$ cat config.mk
export PLATFORM = sky130hd
export DESIGN_NAME = hand_motion_gesture_classifier
export DESIGN_NICKNAME = d
export VERILOG_FILES = /design/src/design/hmg_pkg.sv /design/src/design/hmg_serial_mul.sv /design/src/design/hmg_cordic.sv /design/src/design/hand_motion_gesture_classifier.sv
export SDC_FILE = /design/constraint.sdc
export NUM_CORES = 2
export LEC_CHECK = 0
export BUFFER_PORTS_ARGS = -buffer_cell sky130_fd_sc_hd__buf_2
export CORE_MARGIN = 4
export CORE_UTILIZATION = 56
export DETAILED_ROUTE_END_ITERATION = 7
export PLACE_DENSITY = 0.75
export SLEW_MARGIN = 20
export SYNTH_ARGS = -nofsm -noshare
export SYNTH_HDL_FRONTEND = slang
export SYNTH_SLANG_ARGS = --single-unit
$ cat constraint.sdc
create_clock -name clock -period 7.55 [get_ports clock]
set_clock_uncertainty 0.2 [all_clocks]
set_input_delay 0.3775 -clock clock [delete_from_list [all_inputs] [get_ports clock]]
set_output_delay 0.3775 -clock clock [all_outputs]
set_load 0.005 [all_outputs]
$ cat src/design/hmg_pkg.sv
// package for the hand motion gesture classifier
// types, codes and the arctangent table; no dependencies
package hmg_pkg;
   typedef struct packed {
      logic [15:0] box_x_center;
      logic [15:0] box_y_center;
      logic [15:0] box_height;
      logic [15:0] wrist_x;
      logic [15:0] wrist_y;
      logic [15:0] knuckle_x;
      logic [15:0] knuckle_y;
   } req_payload_type;

   typedef struct packed {
      logic [2:0] scroll_code;
      logic [1:0] zoom_code;
      logic [1:0] slide_code;
   } rsp_payload_type;

   localparam logic [2:0] CSR_MOVE_FACTOR = 3'd0;
   localparam logic [2:0] CSR_ZOOM_FACTOR = 3'd1;
   localparam logic [2:0] CSR_SLIDE_THR   = 3'd2;
   localparam logic [2:0] CSR_WIN_LOW     = 3'd3;
   localparam logic [2:0] CSR_WIN_HIGH    = 3'd4;

   localparam logic [2:0] SCROLL_NONE  = 3'd0;
   localparam logic [2:0] SCROLL_RIGHT = 3'd1;
   localparam logic [2:0] SCROLL_UP    = 3'd2;
   localparam logic [2:0] SCROLL_LEFT  = 3'd3;
   localparam logic [2:0] SCROLL_DOWN  = 3'd4;
   localparam logic [1:0] ZOOM_NONE = 2'd0;
   localparam logic [1:0] ZOOM_OUT  = 2'd1;
   localparam logic [1:0] ZOOM_IN   = 2'd2;
   localparam logic [1:0] SLIDE_NONE  = 2'd0;
   localparam logic [1:0] SLIDE_LEFT  = 2'd1;
   localparam logic [1:0] SLIDE_RIGHT = 2'd2;

   // cordic iterations
   localparam int CORDIC_STEPS = 16;

   typedef enum logic [2:0] {
      ST_IDLE,
      ST_MUL,
      ST_ANG_SCROLL,
      ST_ANG_SLIDE,
      ST_DONE,
      ST_OUT
   } state_type;

   // angle unit control
   typedef struct packed {
      logic        start;
      logic signed [16:0] vx;
      logic signed [16:0] vy;
   } cordic_cmd_type;

   typedef struct packed {
      logic        done;
      logic signed [8:0] angle;
   } cordic_rsp_type;

   // arctangent of 2^-i in Q.16 degrees
   function automatic logic [21:0] atan_q16(input logic [3:0] i);
      logic [21:0] r;
      case (i)
         4'd0:  r = 22'd2949120;
         4'd1:  r = 22'd1740967;
         4'd2:  r = 22'd919879;
         4'd3:  r = 22'd466945;
         4'd4:  r = 22'd234379;
         4'd5:  r = 22'd117305;
         4'd6:  r = 22'd58666;
         4'd7:  r = 22'd29335;
         4'd8:  r = 22'd14668;
         4'd9:  r = 22'd7334;
         4'd10: r = 22'd3667;
         4'd11: r = 22'd1833;
         4'd12: r = 22'd917;
         4'd13: r = 22'd458;
         4'd14: r = 22'd229;
         4'd15: r = 22'd115;
         default: r = 22'd0;
      endcase
      return r;
   endfunction
endpackage

$ cat src/design/hmg_serial_mul.sv
// shift-add multiplier, two bits of the multiplier per cycle
// depends on hmg_pkg (import only)
module hmg_serial_mul #(
   parameter int AW = 32,
   parameter int BW = 32
) (
   input  logic               clock,
   input  logic               reset,
   input  logic               start,
   input  logic [AW-1:0]      a,
   input  logic [BW-1:0]      b,
   output logic               done,
   output logic [AW+BW-1:0]   product
);
   import hmg_pkg::*;
   localparam int CW = $clog2(BW/2 + 1);
   logic [AW+BW-1:0] acc_ff, acc_in;
   logic [AW+BW-1:0] mcand_ff, mcand_in;
   logic [BW-1:0]    mplier_ff, mplier_in;
   logic [CW-1:0]    cnt_ff, cnt_in;
   logic             busy_ff, busy_in;
   logic             done_ff, done_in;
   logic [AW+BW-1:0] p0, p1;

   always_comb begin
      p0 = mplier_ff[0] ? mcand_ff : '0;
      p1 = mplier_ff[1] ? (mcand_ff << 1) : '0;
      acc_in = acc_ff;
      mcand_in = mcand_ff;
      mplier_in = mplier_ff;
      cnt_in = cnt_ff;
      busy_in = busy_ff;
      done_in = 1'b0;
      if (start) begin
         acc_in = '0;
         mcand_in = {{BW{1'b0}}, a};
         mplier_in = b;
         cnt_in = CW'(BW/2);
         busy_in = 1'b1;
      end else if (busy_ff) begin
         acc_in = acc_ff + p0 + p1;
         mcand_in = mcand_ff << 2;
         mplier_in = mplier_ff >> 2;
         cnt_in = cnt_ff - 1'b1;
         if (cnt_ff == CW'(1)) begin
            busy_in = 1'b0;
            done_in = 1'b1;
         end
      end
   end

   always_ff @(posedge clock) begin
      acc_ff <= acc_in;
      mcand_ff <= mcand_in;
      mplier_ff <= mplier_in;
      cnt_ff <= cnt_in;
      if (reset) begin
         busy_ff <= 1'b0;
         done_ff <= 1'b0;
      end else begin
         busy_ff <= busy_in;
         done_ff <= done_in;
      end
   end

   assign done = done_ff;
   assign product = acc_ff;
endmodule

$ cat src/design/hmg_cordic.sv
// iterative cordic vectoring unit giving atan2 in integer degrees
// depends on hmg_pkg
module hmg_cordic (
   input  logic                    clock,
   input  logic                    reset,
   input  hmg_pkg::cordic_cmd_type cmd,
   output hmg_pkg::cordic_rsp_type rsp
);
   import hmg_pkg::*;
   // |v| * 2^16 grows by at most 1.65x
   logic signed [35:0] x_ff, x_in, y_ff, y_in;
   logic signed [24:0] z_ff, z_in;
   logic [3:0]  i_ff, i_in;
   logic        busy_ff, busy_in;
   logic        done_ff, done_in;
   logic        negx_ff, negx_in, negy_ff, negy_in, zero_ff, zero_in;
   logic signed [8:0] ang_ff, ang_in;
   logic signed [35:0] xs, ys;
   logic [16:0] ax, ay;
   logic signed [24:0] zr;
   logic [7:0]  r;
   logic signed [8:0] rs;

   function automatic logic signed [35:0] sdown(input logic signed [35:0] v,
                                               input logic [3:0] s);
      logic signed [35:0] m;
      m = v < 0 ? -v : v;
      m = m >>> s;
      return v < 0 ? -m : m;
   endfunction

   always_comb begin
      ax = cmd.vx[16] ? 17'(-cmd.vx) : 17'(cmd.vx);
      ay = cmd.vy[16] ? 17'(-cmd.vy) : 17'(cmd.vy);
      xs = sdown(x_ff, i_ff);
      ys = sdown(y_ff, i_ff);
      x_in = x_ff; y_in = y_ff; z_in = z_ff; i_in = i_ff;
      busy_in = busy_ff; done_in = 1'b0;
      negx_in = negx_ff; negy_in = negy_ff; zero_in = zero_ff;
      ang_in = ang_ff;
      // final rounding and quadrant mapping
      zr = z_ff + 25'sd32768;
      if (z_ff < 0) r = 8'd0;
      else if ((zr >>> 16) > 25'sd90) r = 8'd90;
      else r = 8'(zr >>> 16);
      if (zero_ff) rs = '0;
      else if (!negx_ff) rs = negy_ff ? -9'(r) : 9'(r);
      else rs = negy_ff ? 9'(r) - 9'sd180 : 9'sd180 - 9'(r);
      if (cmd.start) begin
         x_in = 36'(ax) <<< 16;
         y_in = 36'(ay) <<< 16;
         z_in = '0;
         i_in = '0;
         negx_in = cmd.vx[16];
         negy_in = cmd.vy[16];
         zero_in = (cmd.vx == 0) && (cmd.vy == 0);
         busy_in = 1'b1;
      end else if (busy_ff) begin
         if (y_ff > 0) begin
            x_in = x_ff + ys; y_in = y_ff - xs;
            z_in = z_ff + 25'(atan_q16(i_ff));
         end else begin
            x_in = x_ff - ys; y_in = y_ff + xs;
            z_in = z_ff - 25'(atan_q16(i_ff));
         end
         i_in = i_ff + 1'b1;
         if (i_ff == 4'(CORDIC_STEPS - 1)) begin
            busy_in = 1'b0;
            done_in = 1'b1;
         end
      end
      if (done_ff) ang_in = rs;
   end

   logic fin_ff;
   always_ff @(posedge clock) begin
      x_ff <= x_in; y_ff <= y_in; z_ff <= z_in; i_ff <= i_in;
      negx_ff <= negx_in; negy_ff <= negy_in; zero_ff <= zero_in;
      ang_ff <= ang_in;
      if (reset) begin
         busy_ff <= 1'b0; done_ff <= 1'b0; fin_ff <= 1'b0;
      end else begin
         busy_ff <= busy_in; done_ff <= done_in; fin_ff <= done_ff;
      end
   end

   assign rsp.done = fin_ff;
   assign rsp.angle = ang_ff;
endmodule

$ cat src/design/hand_motion_gesture_classifier.sv
// top level of the hand motion gesture classifier
// depends on hmg_pkg, hmg_serial_mul, hmg_cordic
//
// usage: one frame is taken per req transaction (req_valid high, req_stall
// low); exactly one result comes back per frame on the rsp channel with
// scroll, zoom and slide codes. the block works on one frame at a time;
// req_stall is high from acceptance until the result has been taken.
// on the first frame the block goes straight to the decision and output
// steps; later frames first run the five serial products (move threshold,
// its square, zoom threshold, dx squared, dy squared), each at two bits a
// cycle, before the decision and output steps. a 16-iteration cordic run
// is added for the scroll angle when the center moved far enough, and one
// for the hand angle on every second frame.
// reset clears all history, restores register defaults and clears the
// result valid flag. when the receiver holds rsp_stall the result stays on
// rsp_payload and no new frame is taken until it leaves.
// csr writes are taken at any time through csr_valid/csr_ready; they are
// meant only while the block is idle.
module hand_motion_gesture_classifier (
   input  logic                     clock,
   input  logic                     reset,
   input  logic                     req_valid,
   output logic                     req_stall,
   input  hmg_pkg::req_payload_type req_payload,
   output logic                     rsp_valid,
   input  logic                     rsp_stall,
   output hmg_pkg::rsp_payload_type rsp_payload,
   input  logic                     csr_valid,
   output logic                     csr_ready,
   input  logic [2:0]               csr_index,
   input  logic [15:0]              csr_data
);
   import hmg_pkg::*;

   logic [15:0] move_f_ff, zoom_f_ff;
   logic [7:0]  thr_ff;
   logic signed [8:0] wlo_ff, whi_ff;

   logic [15:0] lx_ff, ly_ff, lh_ff;
   logic        have_frame_ff, have_ang_ff, parity_ff;
   logic signed [8:0] lang_ff;
   req_payload_type cur_ff;
   rsp_payload_type out_ff;
   logic        rsp_valid_ff;
   state_type   st_ff, st_in;
   logic [1:0]  mstep_ff;
   logic [31:0] t_ff;
   logic [33:0] tz_ff;
   logic [32:0] d2_ff;

   // shared multiplier
   logic        m_start;
   logic [31:0] m_a, m_b;
   logic        m_done;
   logic [63:0] m_p;
   hmg_serial_mul #(.AW(32), .BW(32)) u_mul (
      .clock(clock), .reset(reset), .start(m_start), .a(m_a), .b(m_b),
      .done(m_done), .product(m_p));

   cordic_cmd_type ccmd;
   cordic_rsp_type crsp;
   hmg_cordic u_cordic (.clock(clock), .reset(reset), .cmd(ccmd), .rsp(crsp));

   logic signed [16:0] dx, dy, hx, hy;
   logic accept;
   logic [33:0] hs, ps;

   assign accept = req_valid && !req_stall;
   assign csr_ready = 1'b1;
   assign req_stall = (st_ff != ST_IDLE) || rsp_valid_ff;
   assign rsp_valid = rsp_valid_ff;
   assign rsp_payload = out_ff;

   always_comb begin
      dx = 17'(cur_ff.box_x_center) - 17'(lx_ff);
      dy = 17'(ly_ff) - 17'(cur_ff.box_y_center);
      hx = 17'(cur_ff.knuckle_x) - 17'(cur_ff.wrist_x);
      hy = 17'(cur_ff.wrist_y) - 17'(cur_ff.knuckle_y);
      hs = 34'(cur_ff.box_height) << 16;
      ps = 34'(lh_ff) << 16;
   end

   logic        dyphase_ff;

   // mul sequence: 0 t, 1 t*t, 2 tz, then d2 from dx*dx and dy*dy
   logic [16:0] adx, ady;
   always_comb begin
      adx = dx[16] ? 17'(-dx) : 17'(dx);
      ady = dy[16] ? 17'(-dy) : 17'(dy);
      m_a = '0; m_b = '0;
      case (mstep_ff)
         2'd0: begin m_a = 32'(move_f_ff); m_b = 32'(cur_ff.box_height); end
         2'd1: begin m_a = t_ff; m_b = t_ff; end
         2'd2: begin m_a = 32'(zoom_f_ff); m_b = 32'(cur_ff.box_height); end
         2'd3: begin
            m_a = dyphase_ff ? 32'(ady) : 32'(adx);
            m_b = dyphase_ff ? 32'(ady) : 32'(adx);
         end
         default: ;
      endcase
   end

   logic [31:0] tt_ff;
   logic [2:0]  scroll_ff;
   logic [1:0]  zoom_c, slide_c;
   logic signed [10:0] lo_b, hi_b;

   always_comb begin
      zoom_c = ZOOM_NONE;
      if (have_frame_ff) begin
         if (hs + tz_ff < ps) zoom_c = ZOOM_OUT;
         else if (hs > ps + tz_ff) zoom_c = ZOOM_IN;
      end
      slide_c = SLIDE_NONE;
      lo_b = 11'(lang_ff) - 11'(thr_ff);
      hi_b = 11'(lang_ff) + 11'(thr_ff);
      if (have_ang_ff && lang_ff >= wlo_ff && lang_ff <= whi_ff) begin
         if (11'(crsp.angle) > hi_b) slide_c = SLIDE_LEFT;
         else if (11'(crsp.angle) < lo_b) slide_c = SLIDE_RIGHT;
      end
   end

   logic [2:0] sc;
   always_comb begin
      if (crsp.angle >= -9'sd45 && crsp.angle < 9'sd45) sc = SCROLL_RIGHT;
      else if (crsp.angle >= 9'sd45 && crsp.angle < 9'sd135) sc = SCROLL_UP;
      else if (crsp.angle >= 9'sd135 || crsp.angle < -9'sd135) sc = SCROLL_LEFT;
      else sc = SCROLL_DOWN;
   end

   logic m_go_ff;
   always_comb begin
      st_in = st_ff;
      m_start = m_go_ff;
      ccmd = '0;
      case (st_ff)
         ST_IDLE: if (accept) st_in = have_frame_ff ? ST_MUL : ST_DONE;
         ST_MUL: begin
            if (m_done && mstep_ff == 2'd3 && dyphase_ff) begin
               if ((d2_ff + m_p[32:0]) > 33'(tt_ff)) begin
                  ccmd.start = 1'b1; ccmd.vx = dx; ccmd.vy = dy;
                  st_in = ST_ANG_SCROLL;
               end else st_in = ST_DONE;
            end
         end
         ST_ANG_SCROLL: if (crsp.done) st_in = ST_DONE;
         ST_DONE: begin
            if (!parity_ff) st_in = ST_OUT;
            else begin
               ccmd.start = 1'b1; ccmd.vx = hx; ccmd.vy = hy;
               st_in = ST_ANG_SLIDE;
            end
         end
         ST_ANG_SLIDE: if (crsp.done) st_in = ST_OUT;
         ST_OUT: st_in = ST_IDLE;
         default: st_in = ST_IDLE;
      endcase
   end

   logic [1:0] slide_ff;

   always_ff @(posedge clock) begin
      if (accept) cur_ff <= req_payload;
      if (st_ff == ST_IDLE && accept) begin
         mstep_ff <= 2'd0; dyphase_ff <= 1'b0; scroll_ff <= SCROLL_NONE;
         slide_ff <= SLIDE_NONE; tz_ff <= '0;
      end
      if (st_ff == ST_MUL && m_done) begin
         case (mstep_ff)
            2'd0: begin t_ff <= m_p[31:0]; mstep_ff <= 2'd1; end
            2'd1: begin tt_ff <= m_p[63:32]; mstep_ff <= 2'd2; end
            2'd2: begin tz_ff <= 34'(m_p[32:0]); mstep_ff <= 2'd3; end
            2'd3: begin
               d2_ff <= m_p[32:0];
               dyphase_ff <= 1'b1;
            end
            default: ;
         endcase
      end
      if (st_ff == ST_ANG_SCROLL && crsp.done) scroll_ff <= sc;
      if (st_ff == ST_ANG_SLIDE && crsp.done) slide_ff <= slide_c;
      if (reset) begin
         st_ff <= ST_IDLE; rsp_valid_ff <= 1'b0; m_go_ff <= 1'b0;
         have_frame_ff <= 1'b0; have_ang_ff <= 1'b0; parity_ff <= 1'b0;
         lx_ff <= '0; ly_ff <= '0; lh_ff <= '0; lang_ff <= '0;
         move_f_ff <= 16'd1311; zoom_f_ff <= 16'd1966; thr_ff <= 8'd12;
         wlo_ff <= 9'sd80; whi_ff <= 9'sd100;
      end else begin
         st_ff <= st_in;
         // kick the multiplier on entry and after each product but the last
         m_go_ff <= (st_ff == ST_IDLE && accept && have_frame_ff) ||
                    (st_ff == ST_MUL && m_done && !(mstep_ff == 2'd3 && dyphase_ff));
         if (csr_valid && csr_ready) begin
            case (csr_index)
               CSR_MOVE_FACTOR: move_f_ff <= csr_data;
               CSR_ZOOM_FACTOR: zoom_f_ff <= csr_data;
               CSR_SLIDE_THR:   thr_ff <= csr_data[7:0];
               CSR_WIN_LOW:     wlo_ff <= csr_data[8:0];
               CSR_WIN_HIGH:    whi_ff <= csr_data[8:0];
               default: ;
            endcase
         end
         if (st_ff == ST_ANG_SLIDE && crsp.done) begin
            lang_ff <= crsp.angle; have_ang_ff <= 1'b1;
         end
         if (st_ff == ST_OUT) begin
            out_ff.scroll_code <= scroll_ff;
            out_ff.zoom_code <= zoom_c;
            out_ff.slide_code <= slide_ff;
            rsp_valid_ff <= 1'b1;
            lx_ff <= cur_ff.box_x_center; ly_ff <= cur_ff.box_y_center;
            lh_ff <= cur_ff.box_height; have_frame_ff <= 1'b1;
            parity_ff <= ~parity_ff;
         end else if (rsp_valid_ff && !rsp_stall) rsp_valid_ff <= 1'b0;
      end
   end
endmodule

==> reports/metrics.yaml <==
status:
  outcome: "finished, violations left"
  violations: "setup timing"
finish:
  final_cell_mix: "1034 x buf_4, 792 x nand2_1, 570 x nor2_1, 525 x inv_1, 490 x a21oi_1"
  final_common_cell: "buf_4"
  post-route-util_pct: 71.9
  post-route-cell-area_mm2: 0.0737
  drive_gt1_share_pct: 22.4
  fin_nets: 8797
  fill_cells: 7932
  area_growth_pct: 26.6
floorplanning:
  rows: 117
  start_util_pct: 56.8
  dieWidth_um: 330
  core-area_mm2: 0.102
  die_h_um: 330
  io_pins: 146
  die-area_mm2: 0.109
timing:
  fmax_mhz: 128
  maxSlewViolCount: 0
  post-route-period-util_pct: 103
  period_minus_slack_ns: 7.79
  hold_viol_final: 0
  grt_setup_unrepaired: "yes"
  finalSetupViolCount: 7
  worstMarginPinSlew_ns: 1.15
  fin_ws_ns: -0.242
  relSlewSlack_pct: 22.9
  fin_setup_tns_ns: -0.840
routing:
  wire_per_inst_um: 22.6
  vias: 60063
  drt_iter0_markers: 6471
  route.antenna.remaining_nets: 0
  via_per_inst: 6.27
  drt-total-wl_mm: 217
  drc: 0
  first_pass_iters: 5
global_routing:
  grt_util_all_layers_pct: 38.4
  antenna_found_initial: 6
  grt_overflow: 0
  grt_pass1_vias: 57686
  grt_pass1_wl_mm: 331
  grt_max_degree: 88
critical_path:
  cp_slowest_stage_delay_ns: 0.60
  path_class: "flop to flop"
  arrival_ns: 8.18
  cp.required_ns: 7.93
  reg2reg_depth: 31
  slowest_stage: "or4_4"
  r2r-start: "u_cordic.y_ff[10]"
  r2r_slack_ns: -0.24
  critPathCaptureType: "flop"
  critPathLaunchType: "flop"
  r2r-end: "u_cordic.x_ff[35]"
  crit_path_frequent_cell: "or4_4"
  crit_path_max_fanout: 5
cts:
  cts_buffers: 77
  clkLatencyLatePin_ns: 0.67
  clockBufferDepth: 3
  cts_tree: "done"
  clkSinkCount: 686
  root_buffer: "clkbuf_16"
  clkSlewWorstSetupHoldPaths_ns: 0.06
  ctsHtreeMaxLevel: 3
power_and_ir_drop:
  internal_power_mw: 18.9
  switchingPower_mw: 15.9
  p_leak_nw: 31.6
  p_per_area_mw_per_mm2: 473
  power_frac_seq_pct: 14.9
  total_power_mw: 34.8
  p_clk_share_pct: 11.4
  comb_power_share_pct: 73.7
  irDropWorstVdd_mv: 0.537
  swShare_pct: 45.7
flow_run:
  maxCapViolCount: 0
min_path:
  hold_depth: 4
  hold_path_class: "primary input to flop"
  hold_end: "whi_ff[3]"
  min_from: "csr_index[2]"
yosys:
  syn_nets: 7717
  postSynthCellCount: 7071
  netlist_area_mm2: 0.0582
  yosysWarnings: 0
  synth_edf_count: 331
  synth_cell_types: 117
  ys_seq_area_share_pct: 29.3
  ys_ff_latch: 686
  avgSynthCellArea_um2: 8.23
  synthFlopType: "dfxtp_1"
  async_flop_share_pct: 0
placed_design:
  routabilityCongestion: 1.02
  io_buffer_count: 144
  placed_area_mm2: 0.0671
  dp_hpwl_mm: 160
## synthesized netlist by cell type, types with 59 or more instances
cell / count / area share [%]
nand2_1: 802 / 5.2
nor2_1: 591 / 3.8
inv_1: 534 / 3.4
a21oi_1: 524 / 4.5
ha_1: 435 / 9.4
o21ai_0: 384 / 3.3
dfxtp_1: 355 / 12
edfxtp_1: 331 / 17
xnor2_1: 324 / 4.9
clkbuf_1: 278 / 1.8
xor2_1: 172 / 2.6
mux2i_1: 169 / 2.9
nor3_1: 151 / 1.3
nand3_1: 141 / 1.2
a21o_1: 126 / 1.6
a31oi_1: 81 / 0.87
fa_1: 75 / 2.6
nand4_1: 75 / 0.81
nor2b_1: 71 / 0.76
a211oi_1: 70 / 0.90
or3_1: 66 / 0.71
and3_1: 65 / 0.70
nand2b_1: 65 / 0.70
o31ai_1: 64 / 0.83
o21bai_1: 59 / 0.76
## registers in the layout (all words and copies together) (netlist names), 25 cells and up, named ones only
register and flops:
u_mul.mcand_ff 64, d2_ff 33, tt_ff 32, u_cordic.x_ff 36
u_mul.mplier_ff 32, u_cordic.y_ff 36, u_cordic.z_ff 25, cur_ff 112
t_ff 32, tz_ff 34, u_mul.product 64
## per-stage QoR
stage               instances  worst slack [ns]  hold WS, ns
global placement         9228            -0.420        0.216
global route             9585            -0.461        0.106
detailed placement       9228            -0.568        0.218
floorplan                7071         0.0000560        0.200
finish                   9585            -0.242       0.0839
CTS                      9538            -0.100       0.0433
## final cells by class
type                    count  area (um^2)  area share (%)
inverters                 540         2030            2.76
clock inverters            40          494           0.671
clock buffers             104         2130            2.89
flip-flops and latches    686        17100            23.2
well taps                1368         1710            2.32
diodes                      1         2.50         0.00340
multi-input cells        5491        39700            53.9
repair buffers           1355        10500            14.2
## repair_timing
item / in CTS / in global routing
hold buffers: 130 / 0
setup buffers: 37 / 49
pin swaps: 80 / 138
gates cloned: 0 / 1
resized for setup: 154 / 281
hold endpoints to repair: 212 / 0
setup endpoints to repair: 45 / 92
## per-layer routing
metal	routed length, um	vias up	part of all wire [%]	global-route usage, %
li1	-	27641	-	-
met1	89200	28788	41	51.9
met2	96100	3066	44	60.4
met3	21800	562	10	7.96
met4	9820	6	4.5	15.2
met5	47	-	0.022	0
## cells by family (layout without fill, tap and decap cells)
logic type,Yosys count,count (layout),share of synthesized area (%)
adder cells (fa/ha/maj),510,510,11.9
AO/OA/AOI/OAI,1934,1934,22.1
buffers and inverters,894,2039,5.86
XOR/XNOR,497,497,7.49
multiplexers,234,234,4.35
other,1,2,0.00644
AND/OR/NAND/NOR,2315,2315,19.0
flip-flops,686,686,29.3
## how the worst max path moves through the flow
stage / start / to
2_1_floorplan: u_cordic.y_ff[8] / u_cordic.x_ff[35]
3_3_place_gp: u_cordic.y_ff[7] / u_cordic.x_ff[35]
3_5_place_dp: u_cordic.y_ff[1] / u_cordic.x_ff[35]
4_1_cts: u_cordic.y_ff[1] / u_cordic.x_ff[35]
5_1_grt: u_cordic.y_ff[8] / u_cordic.x_ff[34]
6_report: u_cordic.y_ff[10] / u_cordic.x_ff[35]
## critical path, delay by kind of cell (launching register included)
family                   cells  cell delay, ns
XOR/XNOR                     2            0.23
AO/OA/AOI/OAI               15            2.87
adder cells (fa/ha/maj)      1            0.34
AND/OR/NAND/NOR              8            2.83
multiplexers                 1            0.30
buffers and inverters        4            0.61
flip-flops                   1            0.32
## power groups by stage
stage               clock network (mW)  logic [mW]  registers (mW)
floorplan                            0        13.2            4.97
global placement                     0        22.3            5.17
detailed placement                   0        22.6            5.19
CTS                               3.98        23.7            5.12
global route                      4.14        27.5            5.22
finish                            3.97        25.7            5.17
Power figures use the tool's default switching activity.
